==> src/lcs_pkg.sv <==
// Package: types, constants and saturating arithmetic for the LCS value-iteration block.
`timescale 1ns / 1ps

package lcs_pkg;

  localparam int STRING_LENGTH = 8;
  localparam int NB            = 2 * STRING_LENGTH;  // bits of a string pair
  localparam int ADDR_W        = NB - 1;              // vector entry address
  localparam int SUB_W         = 4;

  localparam logic [ADDR_W-1:0] IDX_LAST   = '1;
  localparam logic [32:0]       DEPTH_EXT  = 33'(1) << ADDR_W;
  localparam logic [NB-1:0]     ODD_M      = NB'(32'hAAAAAAAA);
  localparam logic [NB-1:0]     EVEN_M     = NB'(32'h55555555);
  localparam logic [NB-1:0]     LO_M       = NB'((33'(1) << (NB - 2)) - 33'(1));
  localparam logic [NB-1:0]     HI_M       = NB'((33'(1) << (NB - 1)) - 33'(1));

  localparam logic signed [63:0] FX_ONE = 64'sh0000_0001_0000_0000;
  localparam logic signed [63:0] S_MAX  = 64'sh7FFF_FFFF_FFFF_FFFF;
  localparam logic signed [63:0] S_MIN  = 64'sh8000_0000_0000_0000;

  typedef enum logic [1:0] {
    OP_WRITE = 2'd0,
    OP_READ  = 2'd1,
    OP_ITER  = 2'd2
  } lcs_op_t;

  typedef enum logic [1:0] {
    STS_OK      = 2'd0,
    STS_LIMIT   = 2'd1,
    STS_BAD_IDX = 2'd2
  } lcs_status_t;

  typedef enum logic [3:0] {
    ST_CLEAR,
    ST_IDLE,
    ST_EXEC,
    ST_RDWAIT,
    ST_PASS1,
    ST_PREP,
    ST_PASS2,
    ST_FIN,
    ST_RESP
  } lcs_state_t;

  typedef struct packed {
    logic [1:0]         operation;
    logic [14:0]        entry_index;
    logic signed [63:0] entry_value;
  } lcs_in_t;

  typedef struct packed {
    logic [1:0]         status;
    logic signed [63:0] read_value;
    logic signed [63:0] growth_r;
    logic [62:0]        excess_e;
    logic [15:0]        iteration_number;
  } lcs_out_t;

  typedef struct packed {
    logic              cap_item;
    logic              clr_wr;
    logic              host_wr;
    logic              host_rd;
    logic              cap_rd;
    logic              run;
    logic              pass2;
    logic              start;
    logic              prep;
    logic              finish;
    logic              load_out;
    lcs_status_t       status;
    logic [ADDR_W-1:0] idx;
    logic [SUB_W-1:0]  sub;
  } lcs_cmd_t;

  typedef struct packed {
    lcs_op_t op;
    logic    idx_bad;
    logic    limit_hit;
  } lcs_sts_t;

  function automatic logic signed [63:0] sadd(input logic signed [63:0] a,
                                               input logic signed [63:0] b);
    logic signed [64:0] s;
    s = {a[63], a} + {b[63], b};
    if (s[64] != s[63]) return s[64] ? S_MIN : S_MAX;
    return s[63:0];
  endfunction

  function automatic logic signed [63:0] ssub(input logic signed [63:0] a,
                                               input logic signed [63:0] b);
    logic signed [64:0] s;
    s = {a[63], a} - {b[63], b};
    if (s[64] != s[63]) return s[64] ? S_MIN : S_MAX;
    return s[63:0];
  endfunction

endpackage

==> src/lcs_ctrl.sv <==
// Controller: sequences clear, host access and the two iteration passes.
`timescale 1ns / 1ps

module lcs_ctrl (
  input  logic            clk,
  input  logic            rst_n,
  input  logic            in_valid,
  output logic            in_stall,
  output logic            out_valid,
  input  logic            out_stall,
  input  lcs_pkg::lcs_sts_t sts,
  output lcs_pkg::lcs_cmd_t cmd
);
  import lcs_pkg::*;

  localparam logic [SUB_W-1:0] LAST_SUB = SUB_W'(8);

  lcs_state_t        state_r, state_nxt;
  logic [ADDR_W-1:0] idx_r, idx_nxt;
  logic [SUB_W-1:0]  sub_r, sub_nxt;
  lcs_status_t       status_r, status_nxt;
  logic              out_valid_r, out_valid_nxt;

  assign in_stall  = (state_r != ST_IDLE);
  assign out_valid = out_valid_r;

  always_ff @(posedge clk) begin
    if (!rst_n) begin
      state_r     <= ST_CLEAR;
      idx_r       <= '0;
      sub_r       <= '0;
      status_r    <= STS_OK;
      out_valid_r <= 1'b0;
    end else begin
      state_r     <= state_nxt;
      idx_r       <= idx_nxt;
      sub_r       <= sub_nxt;
      status_r    <= status_nxt;
      out_valid_r <= out_valid_nxt;
    end
  end

  always_comb begin
    state_nxt     = state_r;
    idx_nxt       = idx_r;
    sub_nxt       = sub_r;
    status_nxt    = status_r;
    out_valid_nxt = out_valid_r;
    cmd           = '0;
    cmd.idx       = idx_r;
    cmd.sub       = sub_r;
    cmd.status    = status_r;
    if (out_valid_r && !out_stall) out_valid_nxt = 1'b0;
    case (state_r)
      ST_CLEAR: begin
        cmd.clr_wr = 1'b1;
        idx_nxt    = idx_r + ADDR_W'(1);
        if (idx_r == IDX_LAST) state_nxt = ST_IDLE;
      end
      ST_IDLE: begin
        if (in_valid) begin
          cmd.cap_item = 1'b1;
          state_nxt    = ST_EXEC;
        end
      end
      ST_EXEC: begin
        status_nxt = STS_OK;
        state_nxt  = ST_RESP;
        case (sts.op)
          OP_WRITE: begin
            if (sts.idx_bad) status_nxt = STS_BAD_IDX;
            else cmd.host_wr = 1'b1;
          end
          OP_READ: begin
            if (sts.idx_bad) begin
              status_nxt = STS_BAD_IDX;
            end else begin
              cmd.host_rd = 1'b1;
              state_nxt   = ST_RDWAIT;
            end
          end
          OP_ITER: begin
            if (sts.limit_hit) begin
              status_nxt = STS_LIMIT;
            end else begin
              cmd.start = 1'b1;
              idx_nxt   = '0;
              sub_nxt   = '0;
              state_nxt = ST_PASS1;
            end
          end
          default: status_nxt = STS_OK;
        endcase
      end
      ST_RDWAIT: begin
        cmd.cap_rd = 1'b1;
        state_nxt  = ST_RESP;
      end
      ST_PASS1, ST_PASS2: begin
        cmd.run   = 1'b1;
        cmd.pass2 = (state_r == ST_PASS2);
        if (sub_r == LAST_SUB) begin
          sub_nxt = '0;
          idx_nxt = idx_r + ADDR_W'(1);
          if (idx_r == IDX_LAST) state_nxt = (state_r == ST_PASS1) ? ST_PREP : ST_FIN;
        end else begin
          sub_nxt = sub_r + SUB_W'(1);
        end
      end
      ST_PREP: begin
        cmd.prep  = 1'b1;
        state_nxt = ST_PASS2;
      end
      ST_FIN: begin
        cmd.finish = 1'b1;
        state_nxt  = ST_RESP;
      end
      ST_RESP: begin
        if (!out_valid_r || !out_stall) begin
          cmd.load_out  = 1'b1;
          out_valid_nxt = 1'b1;
          state_nxt     = ST_IDLE;
        end
      end
      default: state_nxt = ST_IDLE;
    endcase
  end

endmodule

==> config.mk <==
export PLATFORM = sky130hd
export DESIGN_NAME = lcs_ctrl
export DESIGN_NICKNAME = d
export VERILOG_FILES = /design/src/lcs_pkg.sv /design/src/lcs_ctrl.sv
export SDC_FILE = /design/constraint.sdc
export NUM_CORES = 1
export LEC_CHECK = 0
export ABC_AREA = 1
export BUFFER_PORTS_ARGS = -buffer_cell sky130_fd_sc_hd__clkbuf_2
export CAP_MARGIN = 20
export CORE_MARGIN = 1.5
export CORE_UTILIZATION = 40
export DETAILED_ROUTE_END_ITERATION = 10
export SLEW_MARGIN = 10
export SYNTH_ARGS = -nofsm -noshare
export SYNTH_HDL_FRONTEND = slang
export SYNTH_SLANG_ARGS = --single-unit
==> constraint.sdc <==
create_clock -name clk -period 3.18 [get_ports clk]
set_input_delay 0.159 -clock clk [delete_from_list [all_inputs] [get_ports clk]]
set_output_delay 0.159 -clock clk [all_outputs]
set_load 0.005 [all_outputs]
==> flow_results.xml <==
<?xml version="1.0" encoding="UTF-8"?>
<metrics>
  <group name="outcome">
    <metric name="run_status" unit="">complete, no violations</metric>
  </group>
  <group name="detailed_routing">
    <metric name="drt_pre_antenna_iters" unit="">4</metric>
    <metric name="dr.first_iter.drc_count" unit="">92</metric>
    <metric name="route.detailed.vias_per_inst" unit="">4.937</metric>
    <metric name="drt_drc_violations_left" unit="">0</metric>
    <metric name="routed_wl" unit="µm">4087</metric>
    <metric name="wire_per_inst" unit="µm">11.64</metric>
    <metric name="detail-route-antenna-nets" unit="">0</metric>
    <metric name="via_count" unit="">1733</metric>
  </group>
  <group name="worst_setup_path">
    <metric name="endpoint_kind" unit="">primary output</metric>
    <metric name="depth_of_the_worst_register_to_register_path" unit="">7</metric>
    <metric name="crit-reg2reg-capture" unit="">idx_r[4]$_SDFFE_PN0P_</metric>
    <metric name="critPathLaunchType" unit="">flip-flop</metric>
    <metric name="cp_max_fo" unit="">11</metric>
    <metric name="rr_startpoint" unit="">state_r[0]$_SDFFE_PN0P_</metric>
    <metric name="timing.critical_path.slowest_cell_delay" unit="ns">0.42</metric>
    <metric name="data_arrival_time_of_the_critical_path" unit="ns">1.71</metric>
    <metric name="crit_path_frequent_cell" unit="">sky130_fd_sc_hd__inv_1</metric>
    <metric name="crit_chain" unit="">inv_1, nor2_2, nand2_1, inv_2, nand3_2, inv_1, clkbuf_2</metric>
    <metric name="rrSetupSlack" unit="ns">1.44</metric>
    <metric name="worstPathRequired" unit="ns">3.02</metric>
    <metric name="critPathKind" unit="">reg2out</metric>
    <metric name="cp_slowest_cell" unit="">sky130_fd_sc_hd__dfxtp_1</metric>
  </group>
  <group name="die">
    <metric name="ioPinCount" unit="">42</metric>
    <metric name="fp.dieH" unit="µm">67.50</metric>
    <metric name="die_width" unit="µm">67.50</metric>
    <metric name="core_region_area" unit="mm²">0.004000</metric>
    <metric name="initial_core_util" unit="">0.4160</metric>
    <metric name="die-area" unit="mm²">0.004556</metric>
    <metric name="core.rowCount" unit="">23</metric>
  </group>
  <group name="power_and_ir_drop">
    <metric name="sw_frac_of_total" unit="">0.4004</metric>
    <metric name="power_density" unit="mW/mm²">561.5</metric>
    <metric name="power_frac_seq" unit="">0.372</metric>
    <metric name="total_leakage_power" unit="nW">0.9200</metric>
    <metric name="netSwitchingPower" unit="W">0.0004430</metric>
    <metric name="power.internal" unit="W">0.0006634</metric>
    <metric name="vdd_drop_max" unit="mV">0.5325</metric>
    <metric name="share_clk_of_total_power" unit="">0.259</metric>
    <metric name="comb_power_share" unit="">0.369</metric>
  </group>
  <group name="synthesis">
    <metric name="post_synth_num_cell_types" unit="">30</metric>
    <metric name="synthCells" unit="">260</metric>
    <metric name="synth.ff_latch_count" unit="">26</metric>
    <metric name="netlist.top_cell.by_area" unit="">sky130_fd_sc_hd__dfxtp_1</metric>
    <metric name="synthDominantCellAreaShare" unit="">0.3128</metric>
    <metric name="ys.warnings.count" unit="">0</metric>
    <metric name="mappedNetlistNets" unit="">275</metric>
    <metric name="synth-seq-area-share" unit="">0.3128</metric>
    <metric name="yosys-top-cells-area" unit="">sky130_fd_sc_hd__dfxtp_1 31%, sky130_fd_sc_hd__nand2_1 15%, sky130_fd_sc_hd__nor2_1 12%</metric>
    <metric name="post_synth_instance_area" unit="mm²">0.001664</metric>
    <metric name="synthesis.area_per_instance" unit="µm²">6.400</metric>
  </group>
  <group name="final_layout">
    <metric name="drive_gt1_frac" unit="">0.1993</metric>
    <metric name="finish.net_count" unit="">317</metric>
    <metric name="filler_cell_count" unit="">436</metric>
    <metric name="antenna_cells_inserted" unit="">0</metric>
    <metric name="area_delta_synth_final" unit="%">18.42</metric>
    <metric name="layout.cell_area.non_filler" unit="mm²">0.001971</metric>
  </group>
  <group name="timing">
    <metric name="setup_total_negative_slack" unit="ns">0</metric>
    <metric name="period_needed" unit="ns">1.866</metric>
    <metric name="timing.fmax" unit="MHz">536.0</metric>
    <metric name="final-setup-viol-count" unit="">0</metric>
    <metric name="worst-slew-pin-transition" unit="ns">0.3764</metric>
    <metric name="finalCritPeriodShare" unit="">0.5867</metric>
    <metric name="rsz0062_at_grt" unit="">false</metric>
    <metric name="timing_hold_violations_final" unit="">0</metric>
    <metric name="fin_worst_skew" unit="ns">0.008299</metric>
    <metric name="max-slew-margin-rel" unit="">0.7487</metric>
    <metric name="report.final.slew_viol_count" unit="">0</metric>
  </group>
  <group name="global_route">
    <metric name="antenna_found_initial" unit="">0</metric>
    <metric name="grt_pass1_wl" unit="µm">6561</metric>
    <metric name="number_of_global_route_vias_before_repair" unit="">1442</metric>
    <metric name="grt_overflow" unit="">0</metric>
    <metric name="grt_max_degree" unit="">19</metric>
    <metric name="gr-usage-all-layers" unit="">0.1898</metric>
  </group>
  <group name="place">
    <metric name="placement.io_buffers" unit="">41</metric>
    <metric name="postPlaceCellArea" unit="mm²">0.001899</metric>
    <metric name="gp_routability_congestion" unit="">0.8823</metric>
    <metric name="dp_hpwl" unit="µm">3102</metric>
  </group>
  <group name="clock_network">
    <metric name="cts_resized" unit="">0</metric>
    <metric name="clock_tree.htree_level_count" unit="">1</metric>
    <metric name="cts_hold_repair_buffers" unit="">0</metric>
    <metric name="post_cts_buffers" unit="">0</metric>
    <metric name="ctsLongestPathBuffers" unit="">2</metric>
    <metric name="cts_buffers" unit="">3</metric>
    <metric name="clock_sink_count" unit="">26</metric>
    <metric name="worstSkewPairLatency" unit="ns">0.28</metric>
    <metric name="cts_tree" unit="">done</metric>
    <metric name="cts_root_buffer" unit="">sky130_fd_sc_hd__clkbuf_8</metric>
    <metric name="worst_setup_hold_path_clk_slew" unit="ns">0.09</metric>
  </group>
  <group name="run">
    <metric name="timing.max_cap.violations" unit="">0</metric>
  </group>
  <group name="min_path">
    <metric name="hp-class" unit="">in2reg</metric>
    <metric name="timing.hold.worst_path_depth" unit="">3</metric>
    <metric name="hp-start" unit="">out_stall</metric>
    <metric name="min_delay_worst_endpoint" unit="">out_valid$_SDFF_PN0_</metric>
  </group>
</metrics>
through the flow:
step | power (W) | worst slack (ns) | std cells | hold WS (ns) | utilization
after detailed placement | 0.0008233 | 1.471 | 347 | 0.4499 | 0.4748
after global routing | 0.001182 | 1.158 | 351 | 0.1807 | 0.4926
after floorplan | 0.0007447 | 1.779 | 260 | 0.3383 | -
final | 0.001106 | 1.314 | 351 | 0.1558 | 0.4926
after global placement | 0.0008311 | 1.522 | 347 | 0.4469 | 0.4748
after CTS | 0.001114 | 1.315 | 351 | 0.1537 | 0.4926
kinds of logic after synthesis:
group,after synthesis,synth area share
AOI/OAI and AO/OA,26,0.09098
xor gates and xnor gates,2,0.01053
adders and majority gates,7,0.05263
buffers and inverters,34,0.08721
DFF,26,0.3128
and+or+nand+nor,165,0.4459
worst max path at each step:
| stage | startpoint | to | slack (ns) | cells past startpoint |
|---|---|---|---|---|
| after floorplan | sub_r[0]$_SDFFE_PN0P_ | idx_r[4]$_SDFFE_PN0P_ | 1.78 | 8 |
| after global placement | state_r[0]$_SDFFE_PN0P_ | idx_r[4]$_SDFFE_PN0P_ | 1.52 | 7 |
| after detailed placement | state_r[0]$_SDFFE_PN0P_ | idx_r[4]$_SDFFE_PN0P_ | 1.47 | 7 |
| after CTS | state_r[1]$_SDFFE_PN0P_ | cmd[24] | 1.31 | 7 |
| after global routing | state_r[1]$_SDFFE_PN0P_ | cmd[24] | 1.16 | 7 |
| final | state_r[1]$_SDFFE_PN0P_ | cmd[24] | 1.31 | 7 |
registers in the layout, indices dropped and copies added (netlist names):
signal / cells
status_r: 2
out_valid: 1
sub_r: 4
idx_r: 15
state_r: 4
synth_stat cells:
library cell               count
sky130_fd_sc_hd__nand2_4       2
sky130_fd_sc_hd__nor2_1       53
sky130_fd_sc_hd__nand3_1      24
sky130_fd_sc_hd__nor2_8        1
sky130_fd_sc_hd__ha_1          7
sky130_fd_sc_hd__o21a_1        2
sky130_fd_sc_hd__buf_2         2
sky130_fd_sc_hd__nand4_1       5
sky130_fd_sc_hd__o21ai_1       3
sky130_fd_sc_hd__o21ai_0       6
sky130_fd_sc_hd__a21oi_1       8
sky130_fd_sc_hd__a31oi_1       1
sky130_fd_sc_hd__o21bai_1      4
sky130_fd_sc_hd__nand2_2       2
sky130_fd_sc_hd__nor3_1        3
sky130_fd_sc_hd__nand3b_2      1
sky130_fd_sc_hd__and2_1        2
sky130_fd_sc_hd__buf_4         1
sky130_fd_sc_hd__inv_1        25
sky130_fd_sc_hd__nand3_4       1
sky130_fd_sc_hd__o211ai_1      1
sky130_fd_sc_hd__xor2_1        2
sky130_fd_sc_hd__buf_8         1
sky130_fd_sc_hd__dfxtp_1      26
sky130_fd_sc_hd__o31ai_1       1
sky130_fd_sc_hd__nand3_2       1
sky130_fd_sc_hd__nand2_1      67
sky130_fd_sc_hd__inv_2         4
sky130_fd_sc_hd__clkinv_1      1
sky130_fd_sc_hd__nor2_2        3
power by group through the flow:
stage,sequential (W),clock [W],combinational (W)
4_1_cts,0.000411,0.000294,0.000410
6_report,0.000411,0.000286,0.000409
3_3_place_gp,0.000417,0,0.000414
5_1_grt,0.000417,0.000303,0.000462
3_5_place_dp,0.000417,0,0.000406
2_1_floorplan,0.000395,0,0.000350
critical path: cells and delay by family, from the launching register on:
family	cells	cell delay [ns]
buffers and inverters	4	0.46
AND/OR/NAND/NOR	3	0.55
flip-flops	1	0.42
routing by layer:
metal	wire (µm)	up-vias	global-route usage
met3	217	4	0.04167
met5	0	-	0
met4	28	0	0.03061
li1	-	911	-
met2	1915	48	0.3407
met1	1925	770	0.2340
layout by cell type (no fill, tap or decap), types with 2 or more instances in the layout:
cell | netlist | layout
sky130_fd_sc_hd__inv_2 | 4 | 4
sky130_fd_sc_hd__nor3_1 | 3 | 3
sky130_fd_sc_hd__inv_1 | 25 | 25
sky130_fd_sc_hd__nand2_1 | 67 | 67
sky130_fd_sc_hd__ha_1 | 7 | 7
sky130_fd_sc_hd__nor2_2 | 3 | 3
sky130_fd_sc_hd__o21a_1 | 2 | 2
sky130_fd_sc_hd__nand3_1 | 24 | 24
sky130_fd_sc_hd__o21bai_1 | 4 | 4
sky130_fd_sc_hd__o21ai_1 | 3 | 3
sky130_fd_sc_hd__nor2_1 | 53 | 53
sky130_fd_sc_hd__o21ai_0 | 6 | 6
sky130_fd_sc_hd__and2_1 | 2 | 2
sky130_fd_sc_hd__nand4_1 | 5 | 5
sky130_fd_sc_hd__xor2_1 | 2 | 2
sky130_fd_sc_hd__nand2_2 | 2 | 2
sky130_fd_sc_hd__nand2_4 | 2 | 2
sky130_fd_sc_hd__dfxtp_1 | 26 | 26
sky130_fd_sc_hd__clkbuf_2 | 0 | 41
sky130_fd_sc_hd__a21oi_1 | 8 | 8
sky130_fd_sc_hd__clkbuf_8 | 0 | 3
area by class of cell:
| cell class | count | area, µm² | area share |
|---|---|---|---|
| Clock inverter | 1 | 30.03 | 0.01524 |
| Inverter | 30 | 112.6 | 0.05714 |
| Multi-Input combinational cell | 200 | 998.5 | 0.5067 |
| Clock buffer | 3 | 41.29 | 0.02095 |
| Timing Repair Buffer | 41 | 205.2 | 0.1041 |
| Sequential cell | 26 | 520.5 | 0.2641 |
| Tap cell | 50 | 62.56 | 0.03175 |
Power figures use the tool's default switching activity.
